File: src/rtl/jse_pkg.sv
`default_nettype none
package jse_pkg;

    localparam int CAP_W = 13;
    localparam int LEN_W = 12;

    typedef logic [CAP_W-1:0] cap_t;
    typedef logic [LEN_W-1:0] len_t;

    localparam cap_t CAP_RESET = 13'd4096;

    typedef struct packed {
        logic       command;
        logic [7:0] in_byte;
    } jse_item_t;

    typedef struct packed {
        logic [1:0] out_kind;
        logic [7:0] out_byte;
        logic       run_last;
        len_t       out_length;
    } jse_result_t;

    localparam logic CMD_DATA = 1'b0;
    localparam logic CMD_END  = 1'b1;

    localparam logic [1:0] KIND_BYTE = 2'd0;
    localparam logic [1:0] KIND_OK   = 2'd1;
    localparam logic [1:0] KIND_FAIL = 2'd2;

    // job codes passed from front to back
    localparam logic [1:0] JOB_LIT  = 2'd0;
    localparam logic [1:0] JOB_PAIR = 2'd1;
    localparam logic [1:0] JOB_UNI  = 2'd2;
    localparam logic [1:0] JOB_END  = 2'd3;

    typedef struct packed {
        logic [1:0] code;
        logic [7:0] data;
        logic       end_ok;
        len_t       length;
    } jse_job_t;

    localparam logic [7:0] CH_QUOTE   = 8'h22;
    localparam logic [7:0] CH_BSLASH  = 8'h5C;
    localparam logic [7:0] CH_BS      = 8'h08;
    localparam logic [7:0] CH_FF      = 8'h0C;
    localparam logic [7:0] CH_LF      = 8'h0A;
    localparam logic [7:0] CH_CR      = 8'h0D;
    localparam logic [7:0] CH_TAB     = 8'h09;
    localparam logic [7:0] CH_LOW_B   = 8'h62;
    localparam logic [7:0] CH_LOW_F   = 8'h66;
    localparam logic [7:0] CH_LOW_N   = 8'h6E;
    localparam logic [7:0] CH_LOW_R   = 8'h72;
    localparam logic [7:0] CH_LOW_T   = 8'h74;
    localparam logic [7:0] CH_LOW_U   = 8'h75;
    localparam logic [7:0] CH_LOW_A   = 8'h61;
    localparam logic [7:0] CH_ZERO    = 8'h30;
    localparam logic [7:0] CTRL_LIMIT = 8'h20;

    localparam int QUEUE_DEPTH = 4;
    localparam int QUEUE_AW    = 2;

endpackage
`default_nettype wire

File: src/rtl/json_string_escaper.sv
// json string escaper
// input channel: push/full; an item is a data byte or an end-of-string marker.
// result channel: empty/pop; each data byte that fits yields 1, 2 or 6 escaped
// bytes (run_last marks the final one), each end marker yields one ok/fail result
// carrying the escaped length on success.
// configuration: cfg_valid/cfg_ready write channel for out_capacity; cfg_ready
// is always high and writes belong where no item is in flight.
// path: the first result of an item reaches the result ports through the
// job queue write and then the output register; each further byte of an
// escape follows as the receiver takes the one before.
// throughput: one result per cycle while the receiver keeps up; the input takes
// one item per cycle while the four-entry job queue has room, so literal bytes
// stream back to back; a 2- or 6-byte escape occupies the back end until its
// last byte is out, and full rises once the queue holds four jobs.
// reset: queue and output register empty, length and failure flag cleared,
// capacity back to 4096.
// receiver stall: the output register holds, the queue fills, then full
// rises and the input waits; nothing is dropped.
`default_nettype none
module json_string_escaper #(
    parameter int MAX_CAPACITY = 4096
) (
    input  wire logic                 clk,
    input  wire logic                 rst_n,
    // input channel
    input  wire logic                 push,
    output logic                      full,
    input  wire jse_pkg::jse_item_t   item,
    // result channel
    output logic                      empty,
    input  wire logic                 pop,
    output jse_pkg::jse_result_t      result,
    // capacity write channel
    input  wire logic                 cfg_valid,
    output logic                      cfg_ready,
    input  wire jse_pkg::cap_t        cfg_data
);

    // front to queue
    logic              q_wr;
    logic              q_full;
    jse_pkg::jse_job_t q_wr_job;

    // queue to back
    logic              q_rd;
    logic              q_empty;
    jse_pkg::jse_job_t q_rd_job;

    // front: classifies bytes, runs the fit test, tracks length and failure
    jse_front #(
        .MAX_CAPACITY (MAX_CAPACITY)
    ) u_front (
        .clk       (clk),
        .rst_n     (rst_n),
        .push      (push),
        .full      (full),
        .item      (item),
        .cfg_valid (cfg_valid),
        .cfg_ready (cfg_ready),
        .cfg_data  (cfg_data),
        .q_full    (q_full),
        .q_wr      (q_wr),
        .q_job     (q_wr_job)
    );

    // short job queue decoupling the two halves
    jse_queue u_queue (
        .clk    (clk),
        .rst_n  (rst_n),
        .wr     (q_wr),
        .wr_job (q_wr_job),
        .full   (q_full),
        .rd     (q_rd),
        .rd_job (q_rd_job),
        .empty  (q_empty)
    );

    // back: expands jobs into output-register results, one per cycle while not stalled
    jse_back u_back (
        .clk     (clk),
        .rst_n   (rst_n),
        .q_empty (q_empty),
        .q_job   (q_rd_job),
        .q_rd    (q_rd),
        .empty   (empty),
        .pop     (pop),
        .result  (result)
    );

endmodule
`default_nettype wire

File: src/rtl/jse_queue.sv
`default_nettype none
module jse_queue (
    input  wire logic              clk,
    input  wire logic              rst_n,
    input  wire logic              wr,
    input  wire jse_pkg::jse_job_t wr_job,
    output logic                   full,
    input  wire logic              rd,
    output jse_pkg::jse_job_t      rd_job,
    output logic                   empty
);

    jse_pkg::jse_job_t slots_reg [jse_pkg::QUEUE_DEPTH];

    logic [jse_pkg::QUEUE_AW-1:0] wr_ptr_reg, wr_ptr_next;
    logic [jse_pkg::QUEUE_AW-1:0] rd_ptr_reg, rd_ptr_next;
    logic [jse_pkg::QUEUE_AW:0]   count_reg, count_next;

    logic do_wr;
    logic do_rd;

    assign full   = (count_reg == (jse_pkg::QUEUE_AW+1)'(jse_pkg::QUEUE_DEPTH));
    assign empty  = (count_reg == '0);
    assign do_wr  = wr && !full;
    assign do_rd  = rd && !empty;
    assign rd_job = slots_reg[rd_ptr_reg];

    always_comb
    begin
        wr_ptr_next = do_wr ? wr_ptr_reg + 1'b1 : wr_ptr_reg;
        rd_ptr_next = do_rd ? rd_ptr_reg + 1'b1 : rd_ptr_reg;
        count_next  = count_reg;
        if (do_wr && !do_rd)
        begin
            count_next = count_reg + 1'b1;
        end
        else if (do_rd && !do_wr)
        begin
            count_next = count_reg - 1'b1;
        end
    end

    always_ff @(posedge clk or negedge rst_n)
    begin
        if (!rst_n)
        begin
            wr_ptr_reg <= '0;
            rd_ptr_reg <= '0;
            count_reg  <= '0;
        end
        else
        begin
            wr_ptr_reg <= wr_ptr_next;
            rd_ptr_reg <= rd_ptr_next;
            count_reg  <= count_next;
        end
    end

    always_ff @(posedge clk)
    begin
        if (do_wr)
        begin
            slots_reg[wr_ptr_reg] <= wr_job;
        end
    end

endmodule
`default_nettype wire

File: src/rtl/jse_front.sv
`default_nettype none
module jse_front #(
    parameter int MAX_CAPACITY = 4096
) (
    input  wire logic               clk,
    input  wire logic               rst_n,
    input  wire logic               push,
    output logic                    full,
    input  wire jse_pkg::jse_item_t item,
    input  wire logic               cfg_valid,
    output logic                    cfg_ready,
    input  wire jse_pkg::cap_t      cfg_data,
    input  wire logic               q_full,
    output logic                    q_wr,
    output jse_pkg::jse_job_t       q_job
);

    localparam int OFS_W = $clog2(MAX_CAPACITY);
    localparam int SUM_W = ((OFS_W > jse_pkg::CAP_W) ? OFS_W : jse_pkg::CAP_W) + 2;

    logic [OFS_W-1:0] offset_reg, offset_next;
    logic             flag_reg, flag_next;
    jse_pkg::cap_t    cap_reg, cap_next;

    logic             accept;
    logic             is_end;
    logic [1:0]       esc_code;
    logic [7:0]       esc_data;
    logic [2:0]       esc_len;
    logic [SUM_W-1:0] cap_ext;
    logic [SUM_W-1:0] max_ext;
    logic [SUM_W-1:0] eff_cap;
    logic [SUM_W-1:0] need;
    logic             fits;
    logic             end_ok;

    assign cfg_ready = 1'b1;
    assign full      = q_full;
    assign accept    = push && !q_full;
    assign is_end    = (item.command == jse_pkg::CMD_END);

    // escape class of the incoming byte
    always_comb
    begin
        esc_code = jse_pkg::JOB_LIT;
        esc_data = item.in_byte;
        esc_len  = 3'd1;
        case (item.in_byte)
            jse_pkg::CH_QUOTE:  begin esc_code = jse_pkg::JOB_PAIR; esc_len = 3'd2; end
            jse_pkg::CH_BSLASH: begin esc_code = jse_pkg::JOB_PAIR; esc_len = 3'd2; end
            jse_pkg::CH_BS:
            begin
                esc_code = jse_pkg::JOB_PAIR; esc_len = 3'd2; esc_data = jse_pkg::CH_LOW_B;
            end
            jse_pkg::CH_FF:
            begin
                esc_code = jse_pkg::JOB_PAIR; esc_len = 3'd2; esc_data = jse_pkg::CH_LOW_F;
            end
            jse_pkg::CH_LF:
            begin
                esc_code = jse_pkg::JOB_PAIR; esc_len = 3'd2; esc_data = jse_pkg::CH_LOW_N;
            end
            jse_pkg::CH_CR:
            begin
                esc_code = jse_pkg::JOB_PAIR; esc_len = 3'd2; esc_data = jse_pkg::CH_LOW_R;
            end
            jse_pkg::CH_TAB:
            begin
                esc_code = jse_pkg::JOB_PAIR; esc_len = 3'd2; esc_data = jse_pkg::CH_LOW_T;
            end
            default:
            begin
                if (item.in_byte < jse_pkg::CTRL_LIMIT)
                begin
                    esc_code = jse_pkg::JOB_UNI;
                    esc_len  = 3'd6;
                end
            end
        endcase
    end

    // fit test against the clamped capacity, terminator included
    assign cap_ext = SUM_W'(cap_reg);
    assign max_ext = SUM_W'(MAX_CAPACITY);
    assign eff_cap = (cap_ext > max_ext) ? max_ext : cap_ext;
    assign need    = SUM_W'(offset_reg) + SUM_W'(esc_len) + SUM_W'(1);
    assign fits    = (need <= eff_cap);
    assign end_ok  = !flag_reg && (cap_reg != '0);

    assign q_wr = accept && (is_end || (!flag_reg && fits));

    always_comb
    begin
        q_job.code   = is_end ? jse_pkg::JOB_END : esc_code;
        q_job.data   = esc_data;
        q_job.end_ok = end_ok;
        q_job.length = end_ok ? jse_pkg::len_t'(offset_reg) : '0;
    end

    always_comb
    begin
        offset_next = offset_reg;
        flag_next   = flag_reg;
        cap_next    = (cfg_valid && cfg_ready) ? cfg_data : cap_reg;
        if (accept)
        begin
            if (is_end)
            begin
                offset_next = '0;
                flag_next   = 1'b0;
            end
            else if (!flag_reg)
            begin
                if (fits)
                begin
                    offset_next = OFS_W'(SUM_W'(offset_reg) + SUM_W'(esc_len));
                end
                else
                begin
                    flag_next = 1'b1;
                end
            end
        end
    end

    always_ff @(posedge clk or negedge rst_n)
    begin
        if (!rst_n)
        begin
            offset_reg <= '0;
            flag_reg   <= 1'b0;
            cap_reg    <= jse_pkg::CAP_RESET;
        end
        else
        begin
            offset_reg <= offset_next;
            flag_reg   <= flag_next;
            cap_reg    <= cap_next;
        end
    end

endmodule
`default_nettype wire

File: src/rtl/jse_back.sv
`default_nettype none
module jse_back (
    input  wire logic              clk,
    input  wire logic              rst_n,
    input  wire logic              q_empty,
    input  wire jse_pkg::jse_job_t q_job,
    output logic                   q_rd,
    output logic                   empty,
    input  wire logic              pop,
    output jse_pkg::jse_result_t   result
);

    logic                 valid_reg, valid_next;
    jse_pkg::jse_result_t result_reg, result_next;
    logic [2:0]           k_reg, k_next;

    logic                 take;
    logic                 load;
    jse_pkg::jse_result_t res;

    function automatic logic [7:0] hex_char(input logic [3:0] nib);
        logic [7:0] wide;
        wide = {4'b0, nib};
        if (nib < 4'd10)
        begin
            return jse_pkg::CH_ZERO + wide;
        end
        return jse_pkg::CH_LOW_A + wide - 8'd10;
    endfunction

    assign empty  = !valid_reg;
    assign result = result_reg;
    assign take   = pop && valid_reg;
    assign load   = !q_empty && (!valid_reg || take);
    assign q_rd   = load && res.run_last;

    // result for step k of the head job
    always_comb
    begin
        res.out_kind   = jse_pkg::KIND_BYTE;
        res.out_byte   = q_job.data;
        res.run_last   = 1'b1;
        res.out_length = '0;
        case (q_job.code)
            jse_pkg::JOB_PAIR:
            begin
                res.out_byte = (k_reg == 3'd0) ? jse_pkg::CH_BSLASH : q_job.data;
                res.run_last = (k_reg == 3'd1);
            end
            jse_pkg::JOB_UNI:
            begin
                res.run_last = (k_reg == 3'd5);
                case (k_reg)
                    3'd0:    res.out_byte = jse_pkg::CH_BSLASH;
                    3'd1:    res.out_byte = jse_pkg::CH_LOW_U;
                    3'd4:    res.out_byte = hex_char(q_job.data[7:4]);
                    3'd5:    res.out_byte = hex_char(q_job.data[3:0]);
                    default: res.out_byte = jse_pkg::CH_ZERO;
                endcase
            end
            jse_pkg::JOB_END:
            begin
                res.out_kind   = q_job.end_ok ? jse_pkg::KIND_OK : jse_pkg::KIND_FAIL;
                res.out_byte   = '0;
                res.out_length = q_job.length;
            end
            default:
            begin
                res.out_byte = q_job.data;
            end
        endcase
    end

    always_comb
    begin
        valid_next  = valid_reg;
        result_next = result_reg;
        k_next      = k_reg;
        if (load)
        begin
            valid_next  = 1'b1;
            result_next = res;
            k_next      = res.run_last ? 3'd0 : k_reg + 3'd1;
        end
        else if (take)
        begin
            valid_next = 1'b0;
        end
    end

    always_ff @(posedge clk or negedge rst_n)
    begin
        if (!rst_n)
        begin
            valid_reg <= 1'b0;
            k_reg     <= '0;
        end
        else
        begin
            valid_reg <= valid_next;
            k_reg     <= k_next;
        end
    end

    always_ff @(posedge clk)
    begin
        result_reg <= result_next;
    end

endmodule
`default_nettype wire

File: config.mk
export PLATFORM = sky130hd
export DESIGN_NAME = json_string_escaper
export DESIGN_NICKNAME = d
export VERILOG_FILES = /design/src/rtl/jse_pkg.sv /design/src/rtl/json_string_escaper.sv /design/src/rtl/jse_queue.sv /design/src/rtl/jse_front.sv /design/src/rtl/jse_back.sv
export SDC_FILE = /design/constraint.sdc
export NUM_CORES = 1
export LEC_CHECK = 0
export BUFFER_PORTS_ARGS = -buffer_cell sky130_fd_sc_hd__buf_2
export CAP_MARGIN = 5
export CORE_ASPECT_RATIO = 1.4
export CORE_MARGIN = 4
export CORE_UTILIZATION = 45
export CTS_CLUSTER_SIZE = 20
export DETAILED_ROUTE_END_ITERATION = 6
export PLACE_DENSITY = 0.66
export SLEW_MARGIN = 20
export SYNTH_ARGS = -nofsm -noshare
export SYNTH_HDL_FRONTEND = slang
export SYNTH_SLANG_ARGS = --single-unit
File: constraint.sdc
create_clock -name clk -period 11.4 [get_ports clk]
set_clock_uncertainty 0.05 [all_clocks]
set_input_delay 2.28 -clock clk [delete_from_list [all_inputs] [get_ports clk]]
set_output_delay 2.28 -clock clk [all_outputs]
set_load 0.03 [all_outputs]
Yosys cells after proc, flatten, opt, wreduce, memory -nomap -nowiden
Memories as Yosys holds them, arrays and structs flattened.
Index checks and enable logic that the tools add are counted.
Widths: inputs -> output; s select.
{ "classes": {"n_reduce_logical": 27, "eq_ne": 15, "n_mux": 36, "add_sub_neg": 13, "n_lt_le_gt_ge": 5} }
{ "op_table": {"columns": ["op", "count"], "rows": [
  ["$mux 12", 4],
  ["$eq 8x4->1 const B", 5],
  ["$mux 8", 5],
  ["$pmux 8 s5", 1],
  ["$pmux 8 s4", 1],
  ["$pmux 8 s3", 1],
  ["$add 7x4->8 const A", 2],
  ["$sub 8x4->8 const B", 2],
  ["$add 15x1->15 const B", 1],
  ["$le 15x15->1", 1],
  ["$mux 3", 5],
  ["$add 6x4->7 const A", 2],
  ["$add 12x3->13", 1],
  ["$gt 13x13->1 const B", 1],
  ["$mux 1", 13],
  ["$mux 13", 1],
  ["$reduce_bool 13->1", 1],
  ["$logic_and 1x1->1", 11],
  ["$eq 3x3->1 const B", 3],
  ["$eq 8x6->1 const B", 1],
  ["$eq 8x7->1 const B", 1],
  ["$lt 4x4->1 const B", 2],
  ["$lt 8x6->1 const B", 1],
  ["$mux 2", 4],
  ["14 further kinds", 26]
]} }
{ "word_totals": {"out_inout_bits": 26, "elab_cells": 109, "mem_count": 1, "ram_bits": 92, "inputBits": 27, "ff_bits": 60} }
{ "memory_table": {"columns": ["name", "depth", "word_bits", "read_ports", "rd_ports_with_merged_regs", "write_ports", "line_no", "source"], "rows": [
  ["u_queue.slots_reg", 4, 23, 1, 0, 1, "jse_queue.sv:13", "jse_pkg::jse_job_t slots_reg [jse_pkg::QUEUE_DEPTH];"]
]} }

Longest topological paths before layout
Gate-level depths: netlist (run 1).
{ "logic_depth": {"ltp_word": 14, "depth_mapped": 29, "mapped_depth_nobuf": 26} }

Modules after synthesis
A second synthesis (run 1) with hierarchy kept.
{ "unflattened": {"cells_unflattened": 575, "area_unflattened_um2": 7743.7} }
{ "modules_own_cells": {"columns": ["mod", "seq_area_each_um2", "area_each_um2", "cells_each", "instances"], "rows": [
  ["jse_queue", 2937.8, 3773.6, 157, 1],
  ["jse_front", 651.9, 2451.1, 279, 1],
  ["jse_back", 790.8, 1519.0, 139, 1]
]} }

Least setup slack after synthesis (run 1)
OpenSTA, ideal clock, no wires.
{ "synth_timing": {"path_kind": "input -> register", "start": "input port item[5] (netlist bit)", "end": "register u_queue.count_reg[2] (netlist bit)", "setup_ns": 0.079, "path_buffers": 3, "arrival_time_ns": 7.470, "slack_ns": 3.801, "required_time_ns": 11.271, "cell_stages": 27, "cell_sequence": "or3_1 > clkbuf_1 > nor3b_2 > nand2_1 > o211ai_1 > nor2b_1 > fa_1 > buf_2 > nand2b_1 > a211oi_2 > nand4b_1 > o211a_1 > nand3b_1 > xor2_1 > ha_1 > nand4_1 > o311a_1 > o22ai_1 > o21ai_1 > buf_2 > o21ai_2 > ha_1 > inv_1 > fa_1 > xor2_1 > nor2_1 > xor2_1"} }
{ "synth_via": {"elab_chain_cells": 13, "elab_cells_between_ends": 23, "cone_classes": "2 x add/sub; 2 x order compare; 7 x eq/ne; 3 x mux; 9 x reduce/logical"} }
{ "synth_lines": {"columns": ["item", "line_no", "source"], "rows": [
  ["start, declared", "json_string_escaper.sv:28", "input wire jse_pkg::jse_item_t item,"],
  ["$lt 8x6->1, or another cell as far along", "jse_front.sv:73", "if (item.in_byte < jse_pkg::CTRL_LIMIT)"],
  ["$mux 3 / $reduce_or 7->1 (equally long branches)", null, null],
  ["$mux 3 *", "jse_front.sv:48", "case (item.in_byte)"],
  ["$add 12x3->13 *", "jse_front.sv:86", "assign need = SUM_W'(offset_reg) + SUM_W'(esc_len) + SUM_W'(1);"],
  ["$add 15x1->15 *", "jse_front.sv:86", null],
  ["$le 15x15->1 *", "jse_front.sv:87", "assign fits = (need <= eff_cap);"],
  ["$logic_and 1x1->1 *", "jse_front.sv:90", "assign q_wr = accept && (is_end || (!flag_reg && fits));"],
  ["$logic_or 1x1->1 *", "jse_front.sv:90", null],
  ["$logic_and 1x1->1 *", "jse_front.sv:90", null],
  ["$logic_and 1x1->1 *", "jse_queue.sv:24", "assign do_wr = wr && !full;"],
  ["via u_queue.do_wr", "jse_queue.sv:19", "logic do_wr;"],
  ["$logic_not 1->1", "jse_queue.sv:37", "else if (do_rd && !do_wr)"],
  ["$logic_and 1x1->1", "jse_queue.sv:37", null],
  ["$reduce_bool 2->1 (no source line)", null, null],
  ["end signal, assigned", "jse_queue.sv:55", "count_reg <= count_next;"],
  ["end, declared", "jse_queue.sv:17", "logic [jse_pkg::QUEUE_AW:0] count_reg, count_next;"]
]} }
Mark *: on every way through the listed nets, which the timed path passes. The rest lies on a longest branch.
A chain may end at the register's enable or synchronous reset.

Final worst setup path (run 1)
{ "layout_timing": {"start": "input port item[5] (netlist bit)", "end": "register u_queue.count_reg[1] (netlist bit)"} }
{ "layout_via": {"elab_cells_between_ends": 23, "cone_classes": "2 x add/sub; 2 x order compare; 7 x eq/ne; 3 x mux; 9 x reduce/logical"} }
{ "layout_lines": {"columns": ["item", "line_no", "source"], "rows": [
  ["$lt 8x6->1, or another cell as far along", "jse_front.sv:73", null],
  ["$mux 3 / $reduce_or 7->1 (equally long branches)", null, null],
  ["$mux 3 *", "jse_front.sv:48", null],
  ["$add 12x3->13 *", "jse_front.sv:86", null],
  ["$add 15x1->15 *", "jse_front.sv:86", null],
  ["$le 15x15->1 *", "jse_front.sv:87", null],
  ["$logic_and 1x1->1 *", "jse_front.sv:90", null],
  ["$logic_or 1x1->1 *", "jse_front.sv:90", null],
  ["$logic_and 1x1->1 *", "jse_front.sv:90", null],
  ["$logic_and 1x1->1 *", "jse_queue.sv:24", null],
  ["via u_queue.do_wr", "jse_queue.sv:19", null],
  ["$logic_and 1x1->1 *", "jse_queue.sv:33", "if (do_wr && !do_rd)"],
  ["$mux 3 *", "jse_queue.sv:33", null],
  ["via u_queue.count_next, one bit", "jse_queue.sv:17", null]
]} }
Marks and branches as above.

==> results of run 1 <==
-- where the power goes --
group / internal (mW) / total, mW / switching, mW / leakage, nW
clock network: 0.343 / 0.559 / 0.215 / 0.282
registers: 0.819 / 0.905 / 0.0859 / 1.53
logic: 0.366 / 0.931 / 0.565 / 1.43
total: 1.53 / 2.39 / 0.866 / 3.24
-- layout make-up --
cell class	instances	area (um^2)
tap	203	254.0
sequential	152	4380
timing repair buffer	59	315.3
clock inverter	11	150.1
fill	1432	8030
inverter	26	97.59
clock buffer	20	436.7
multi-input combinational	379	3012
-- through the flow --
| stage | instances | setup slack, ns | hold WS [ns] | util, % |
|---|---|---|---|---|
| 6_report | 850 | 3.228 | 0.4447 | 51.85 |
| 5_1_grt | 850 | 2.669 | 0.4798 | 51.85 |
| 4_1_cts | 850 | 3.303 | 0.4533 | 51.85 |
| 3_5_place_dp | 819 | 2.866 | 0.4476 | 48.33 |
| 3_3_place_gp | 819 | 3.200 | 0.4282 | 48.33 |
| 2_1_floorplan | 589 | 3.801 | 0.4043 | - |
-- kinds of logic (layout without fill, tap and decap cells) --
logic type / Yosys count / count (layout) / share of synthesized area (%)
AOI/OAI and AO/OA: 99 / 99 / 8.909
and+or+nand+nor: 182 / 182 / 12.85
xor gates and xnor gates: 24 / 24 / 2.756
other: 1 / 1 / 0.04917
muxes: 40 / 40 / 9.270
DFF: 152 / 152 / 57.44
buffers and inverters: 58 / 116 / 3.117
adders and majority gates: 33 / 33 / 5.611
-- worst register-to-register path, cell delays in order, from the launching register on --
cell and delay, ns:
sky130_fd_sc_hd__dfrtp_1 0.41, sky130_fd_sc_hd__ha_1 0.25, sky130_fd_sc_hd__inv_1 0.07, sky130_fd_sc_hd__fa_1 0.54, sky130_fd_sc_hd__nand2b_1 0.25, sky130_fd_sc_hd__a211oi_2 0.38
sky130_fd_sc_hd__nand4b_1 0.14, sky130_fd_sc_hd__o211a_1 0.18, sky130_fd_sc_hd__nand3b_1 0.20, sky130_fd_sc_hd__xor2_1 0.20, sky130_fd_sc_hd__ha_1 0.30, sky130_fd_sc_hd__o21ai_0 0.08
sky130_fd_sc_hd__o211ai_1 0.25, sky130_fd_sc_hd__o22ai_1 0.18, sky130_fd_sc_hd__o21ai_1 0.64, sky130_fd_sc_hd__o21ai_2 0.29, sky130_fd_sc_hd__ha_1 0.30, sky130_fd_sc_hd__inv_1 0.08
sky130_fd_sc_hd__fa_1 0.38, sky130_fd_sc_hd__mux2_2 0.27
-- per-layer routing --
metal / vias up / part of all wire (%) / wire length [um]
met5: - / 0 / 0
met4: 0 / 2.6 / 395
met3: 30 / 3.9 / 594
met2: 145 / 54 / 8082
met1: 2432 / 40 / 6006
li1: 2308 / - / -
-- cell usage in the layout (no fill, tap or decap), drive strengths merged, types with 21 or more instances in the layout --
master  instances
buf            59
mux4           23
o21ai          26
edfxtp        115
ha             31
nor2           21
dfrtp          36
nand2          51
inv            26
and2           30
-- worst max-delay path by stage --
stage          startpoint                    to  slack [ns]  depth (start not counted)
3_3_place_gp      item[5]  u_queue.count_reg[2]        3.20                         25
6_report          item[5]  u_queue.count_reg[1]        3.23                         25
2_1_floorplan     item[5]  u_queue.count_reg[2]        3.80                         27
5_1_grt           item[7]  u_queue.count_reg[2]        2.67                         27
4_1_cts           item[5]  u_queue.count_reg[1]        3.30                         25
3_5_place_dp      item[5]  u_queue.count_reg[1]        2.87                         25
==> out/metrics.csv, run 1 <==
metric,value,unit
post-route-cell-area,8646,um^2
route.detailed.drc,0,
port-buffer-count,51,
hold_path_end,u_queue.count_reg[2],
cts.htree.levels,4,
synth-seq-area-share,57.44,%
use_met3,4.249,%
synthArstFlopShare,24.34,%
post-dp-hpwl,10530,um
synth-edff-count,115,
global_route.overflow_total,0,
ff2ff_path_depth,19,
final_report_max_slew_violation_count,0,
layout_cells_sized_above_1,21.02,%
holdCritStartpoint,u_queue.count_reg[2],
timing.critical_path.arrival,8.43,ns
cp-end-kind,register,
largest_reg_flops,92,
vias,4915,
rsz0062_at_grt,no,
grt_first_pass_wirelength,25010,um
antenna_found_initial,0,
run_status,"complete, no violations",
vias_per_cell,5.782,
start_util,45.73,%
worst_ir_drop_vdd,114.4,uV
boundaryPins,53,
cp_slowest_stage_delay,0.64,ns
finalSetupViolCount,0,
dieHeight,162.0,um
timing.critical_path.slowest_stage_cell,sky130_fd_sc_hd__o21ai_1,
hp-class,reg2reg,
cts.path.max_buffers,2,
routabilityCongestion,0.8557,
num_antenna_cells,0,
ys_top_cells_by_count,"115 x sky130_fd_sc_hd__edfxtp_1, 51 x sky130_fd_sc_hd__nand2_1, 36 x sky130_fd_sc_hd__dfrtp_1",
reg2reg_from,u_front.offset_reg[0],
gr-usage-met1,18.03,%
drt_iter0_drc,433,
timing.critical_path.from_type,input port,
clock_tree.root_cell,sky130_fd_sc_hd__clkbuf_16,
design.die.area,19120,um^2
min_period,8.172,ns
yosys_register_bits,152,
first_global_vias,4986,
yosysWarnings,0,
grt_start_max_net_pins,38,
synthesis.area_per_instance,12.95,um^2
route.final.wire_length,15080,um
worst_slew_pin_slew,0.9985,ns
postCtsSetupRepairBufs,0,
timing.fmax,122.4,MHz
maxCapViolCount,0,
wire_per_inst,17.74,um
cts_tree,yes,
detailedRoute.firstPassIterationCount,5,
crit_family,compound AO/OA/AOI/OAI gates,
synth_most_common_cell,sky130_fd_sc_hd__edfxtp_1,
powerDensity,276.9,nW/um^2
synthesis.instances,589,
design_power_total,2.394,mW
reg2reg_to,u_queue.count_reg[1],
final_min_period_over_clock_period,71.68,%
die_width,118.0,um
syn_nets,649,
ant_nets,0,
timing_worst_setup_path_type,in2reg,
reg2reg_setup_slack,5.84,ns
cts_num_sinks,152,
layout.nets,695,
slew_headroom,33.29,%
clk_latency,0.42,ns
globalRoute.busiestLayer,met2,
core_region_area,16680,um^2
grt_util_all_layers,16.62,%
postPlaceCellArea,8059,um^2
hold_viol,0,
path_buf_inv,3,
area_share_of_the_largest_cell_type_after_synthesis,45.28,%
synth_cell_type_count,69,
crit_path_frequent_cell,sky130_fd_sc_hd__ha_1,
grt_use_met2,30.49,%
final.setup.tns,0,ns
synth_area_leader_cell,sky130_fd_sc_hd__edfxtp_1,
synthTopCellsByArea,"sky130_fd_sc_hd__edfxtp_1 45%, sky130_fd_sc_hd__dfrtp_1 12%, sky130_fd_sc_hd__mux4_2 6.8%",
required,11.66,ns
clk_pin_slew_worst_paths,0.05,ns
layout-area-overhead-vs-synth,13.37,%
cts-hold-fix-buffers,0,
core.rowCount,56,
power.leakage,3.243,nW
syn-cell-area,7626,um^2
ctsResizeCount,0,
cts-buffers-inserted,17,
critical_path_peak_fanout,11,
hold_crit_depth,1,
dominantRegCellSynth,sky130_fd_sc_hd__edfxtp_1,
No activity file was read; power rests on OpenSTA's default activity.
==> inputs of run 2 (changes only) <==
--- a/config.mk
+++ b/config.mk
@@ -12,7 +12,7 @@
 export CORE_UTILIZATION = 45
 export CTS_CLUSTER_SIZE = 20
 export DETAILED_ROUTE_END_ITERATION = 6
-export PLACE_DENSITY = 0.66
+export PLACE_DENSITY = 0.69
 export SLEW_MARGIN = 20
 export SYNTH_ARGS = -nofsm -noshare
 export SYNTH_HDL_FRONTEND = slang
==> constraint.sdc (replaced) <==
create_clock -name clk -period 7.3 [get_ports clk]
set_clock_uncertainty 0.05 [all_clocks]
set_input_delay 1.46 -clock clk [delete_from_list [all_inputs] [get_ports clk]]
set_output_delay 1.46 -clock clk [all_outputs]
set_load 0.03 [all_outputs]
==> run 2 against run 1 <==
  * The flow now finishes with violations (design-rule violations)
  * Highest routed layer unchanged
  * Largest cell class unchanged
  * Via count decreased by 2.0%
  * Setup slack got worse by 2.9 ns
  * Sequential cell count unchanged
  * Routed wire length decreased by 1.9%
==> out/metrics.csv, run 2 (synthesis results as in run 1) <==
metric,value,unit,change
min_period,6.935,ns,
cts_tree,yes,,unchanged
cts_num_sinks,152,,unchanged
core_region_area,16680,um^2,unchanged
holdCritStartpoint,u_queue.count_reg[2],,unchanged
route.detailed.drc,4,,was 0
clk_pin_slew_worst_paths,0.06,ns,was 0.05 ns
reg2reg_setup_slack,2.11,ns,was 5.84 ns
hp-class,reg2reg,,unchanged
vias,4815,,was 4915
die_width,118.0,um,unchanged
num_antenna_cells,0,,unchanged
ff2ff_path_depth,21,,was 19
critical_path_peak_fanout,10,,was 11
run_status,"complete, but fails checks",,"was complete, no violations"
timing.critical_path.slowest_stage_cell,sky130_fd_sc_hd__fa_1,,was sky130_fd_sc_hd__o21ai_1
cts-buffers-inserted,17,,unchanged
hold_crit_depth,1,,unchanged
layout-area-overhead-vs-synth,13.39,%,was 13.37%
slew_headroom,38.14,%,was 33.29%
hold_path_end,u_queue.count_reg[2],,unchanged
largest_reg_flops,92,,unchanged
postLayoutSetupSlackWorst,0.3645,ns,was 3.228 ns
failed_checks,design-rule violations,,
final_min_period_over_clock_period,95.01,%,
routabilityCongestion,0.9028,,was 0.8557
final_report_max_slew_violation_count,0,,unchanged
reg2reg_to,u_queue.count_reg[2],,was u_queue.count_reg[1]
cts.path.max_buffers,2,,unchanged
cp-end-kind,register,,unchanged
power.leakage,3.233,nW,was 3.243 nW
timing.fmax,144.2,MHz,
layout.nets,698,,was 695
vias_per_cell,5.638,,was 5.782
drt_iter0_drc,386,,was 433
cp_slowest_stage_delay,0.59,ns,was 0.64 ns
path_buf_inv,2,,was 3
route.final.wire_length,14790,um,was 15080 um
hold_viol,0,,unchanged
cts.htree.levels,4,,unchanged
wire_per_inst,17.32,um,was 17.74 um
clk_latency,0.42,ns,about the same
worst_ir_drop_vdd,135.9,uV,was 114.4 uV
postPlaceCellArea,8089,um^2,was 8059 um^2
start_util,45.73,%,unchanged
first_global_vias,5037,,was 4986
layout.filler_cells,1403,,was 1432
layout_cells_sized_above_1,22.43,%,was 21.02%
grt_util_all_layers,16.37,%,was 16.62%
powerDensity,425.5,nW/um^2,was 276.9 nW/um^2
dp_slack,0.008090,ns,was 2.866 ns
required,7.59,ns,was 11.66 ns
layout.cells.most_common_list,"115 x sky130_fd_sc_hd__edfxtp_1, 51 x sky130_fd_sc_hd__nand2_1, 51 x sky130_fd_sc_hd__buf_2",,unchanged
maxCapViolCount,0,,unchanged
clock_tree.root_cell,sky130_fd_sc_hd__clkbuf_16,,unchanged
grt_first_pass_wirelength,24740,um,was 25010 um
timing_worst_setup_path_type,in2reg,,unchanged
detailedRoute.firstPassIterationCount,7,,was 5
grt_start_max_net_pins,38,,unchanged
core.rowCount,56,,unchanged
design.die.area,19120,um^2,unchanged
post-dp-hpwl,10550,um,was 10530 um
dieHeight,162.0,um,unchanged
crit_family,compound AO/OA/AOI/OAI gates,,unchanged
global_route.overflow_total,0,,unchanged
finalSetupViolCount,0,,unchanged
boundaryPins,53,,unchanged
timing.critical_path.arrival,7.22,ns,was 8.43 ns
layout.core_utilization,51.85,%,about the same
antenna_found_initial,0,,unchanged
critPathLaunch,item[5],,unchanged
ant_nets,0,,unchanged
reg2reg_from,u_front.offset_reg[0],,unchanged
layout_commonest_cell,sky130_fd_sc_hd__edfxtp_1,,unchanged
cts-hold-fix-buffers,0,,unchanged
timing.critical_path.from_type,input port,,unchanged
worst_slew_pin_slew,0.9260,ns,was 0.9985 ns
hold_slack,0.4533,ns,was 0.4447 ns
post-route-cell-area,8647,um^2,was 8646 um^2
port-buffer-count,51,,unchanged
run 2: cell count changes in the layout (fill, tap and decap cells not counted), moves of 2 or more:
cell | previous run | this run
sky130_fd_sc_hd__buf_4 | 8 | 11
sky130_fd_sc_hd__bufinv_16 | 3 | 0
sky130_fd_sc_hd__clkbuf_1 | 3 | 1
sky130_fd_sc_hd__clkinvlp_4 | 1 | 4
sky130_fd_sc_hd__inv_6 | 1 | 3
sky130_fd_sc_hd__inv_8 | 0 | 2
sky130_fd_sc_hd__nor3_1 | 14 | 12
sky130_fd_sc_hd__nor3_2 | 1 | 3
run 2: stage by stage:
| step | TNS, ns | total power [mW] | instances |
|---|---|---|---|
| 3_5_place_dp | 0 | 2.905 | 822 |
| 5_1_grt | -0.04811 | 3.925 | 854 |
| 6_report | 0 | 3.679 | 854 |
| 4_1_cts | 0 | 3.712 | 854 |
| 3_3_place_gp | 0 | 2.836 | 822 |
| 2_1_floorplan | 0 | 2.509 | 589 |
run 2: layout make-up:
type                            count  area, um^2  area share, %
Inverter                           26       97.59          1.129
Clock buffer                       18       429.2          4.963
Timing Repair Buffer               62       337.8          3.907
Multi-Input combinational cell    379        3029          35.03
Clock inverter                     14       118.9          1.375
Sequential cell                   152        4380          50.66
Tap cell                          203       254.0          2.937
run 2: routing by layer:
layer,wire (um),GRT usage [%],vias up
li1,-,-,2307
met1,5770,17.90,2332
met2,7882,29.31,145
met3,691,4.215,31
met4,447,8.427,0
met5,0,0,-
run 2: worst max-delay path by stage:
stage / to / cells after the start / slack, ns
3_5_place_dp: u_queue.count_reg[2] / 27 / 0.008
3_3_place_gp: u_queue.count_reg[2] / 25 / 0.36
2_1_floorplan: u_queue.count_reg[2] / 27 / 0.52
6_report: u_queue.count_reg[2] / 25 / 0.36
4_1_cts: u_queue.count_reg[2] / 25 / 0.45
5_1_grt: u_queue.count_reg[2] / 25 / -0.05
run 2: worst register-to-register path: stages (launching register included):
cell and delay [ns]:
sky130_fd_sc_hd__dfrtp_1 0.40, sky130_fd_sc_hd__ha_1 0.26, sky130_fd_sc_hd__inv_1 0.08, sky130_fd_sc_hd__fa_1 0.55, sky130_fd_sc_hd__nand4bb_1 0.28, sky130_fd_sc_hd__o32ai_1 0.22
sky130_fd_sc_hd__nor3_2 0.13, sky130_fd_sc_hd__a311o_1 0.39, sky130_fd_sc_hd__o21ai_0 0.23, sky130_fd_sc_hd__xnor2_1 0.10, sky130_fd_sc_hd__ha_1 0.30, sky130_fd_sc_hd__nand4_1 0.13
sky130_fd_sc_hd__o311a_1 0.39, sky130_fd_sc_hd__o22ai_1 0.22, sky130_fd_sc_hd__o21ai_1 0.14, sky130_fd_sc_hd__o21ai_2 0.09, sky130_fd_sc_hd__ha_1 0.21, sky130_fd_sc_hd__inv_1 0.07
sky130_fd_sc_hd__fa_1 0.43, sky130_fd_sc_hd__xor2_1 0.17, sky130_fd_sc_hd__nor2_1 0.13, sky130_fd_sc_hd__xor2_1 0.16
run 2: where the power goes:
| part | internal (mW) | total [mW] | switching (mW) |
|---|---|---|---|
| logic | 0.579 | 1.47 | 0.888 |
| clock network | 0.443 | 0.801 | 0.358 |
| registers | 1.28 | 1.41 | 0.133 |
| total | 2.30 | 3.68 | 1.38 |
run 2: timing repair:
item,CTS,global route
endpoints found under the hold margin,0,0
setup endpoints to repair,0,1
buffers inserted,0,0
gates resized for setup,0,2
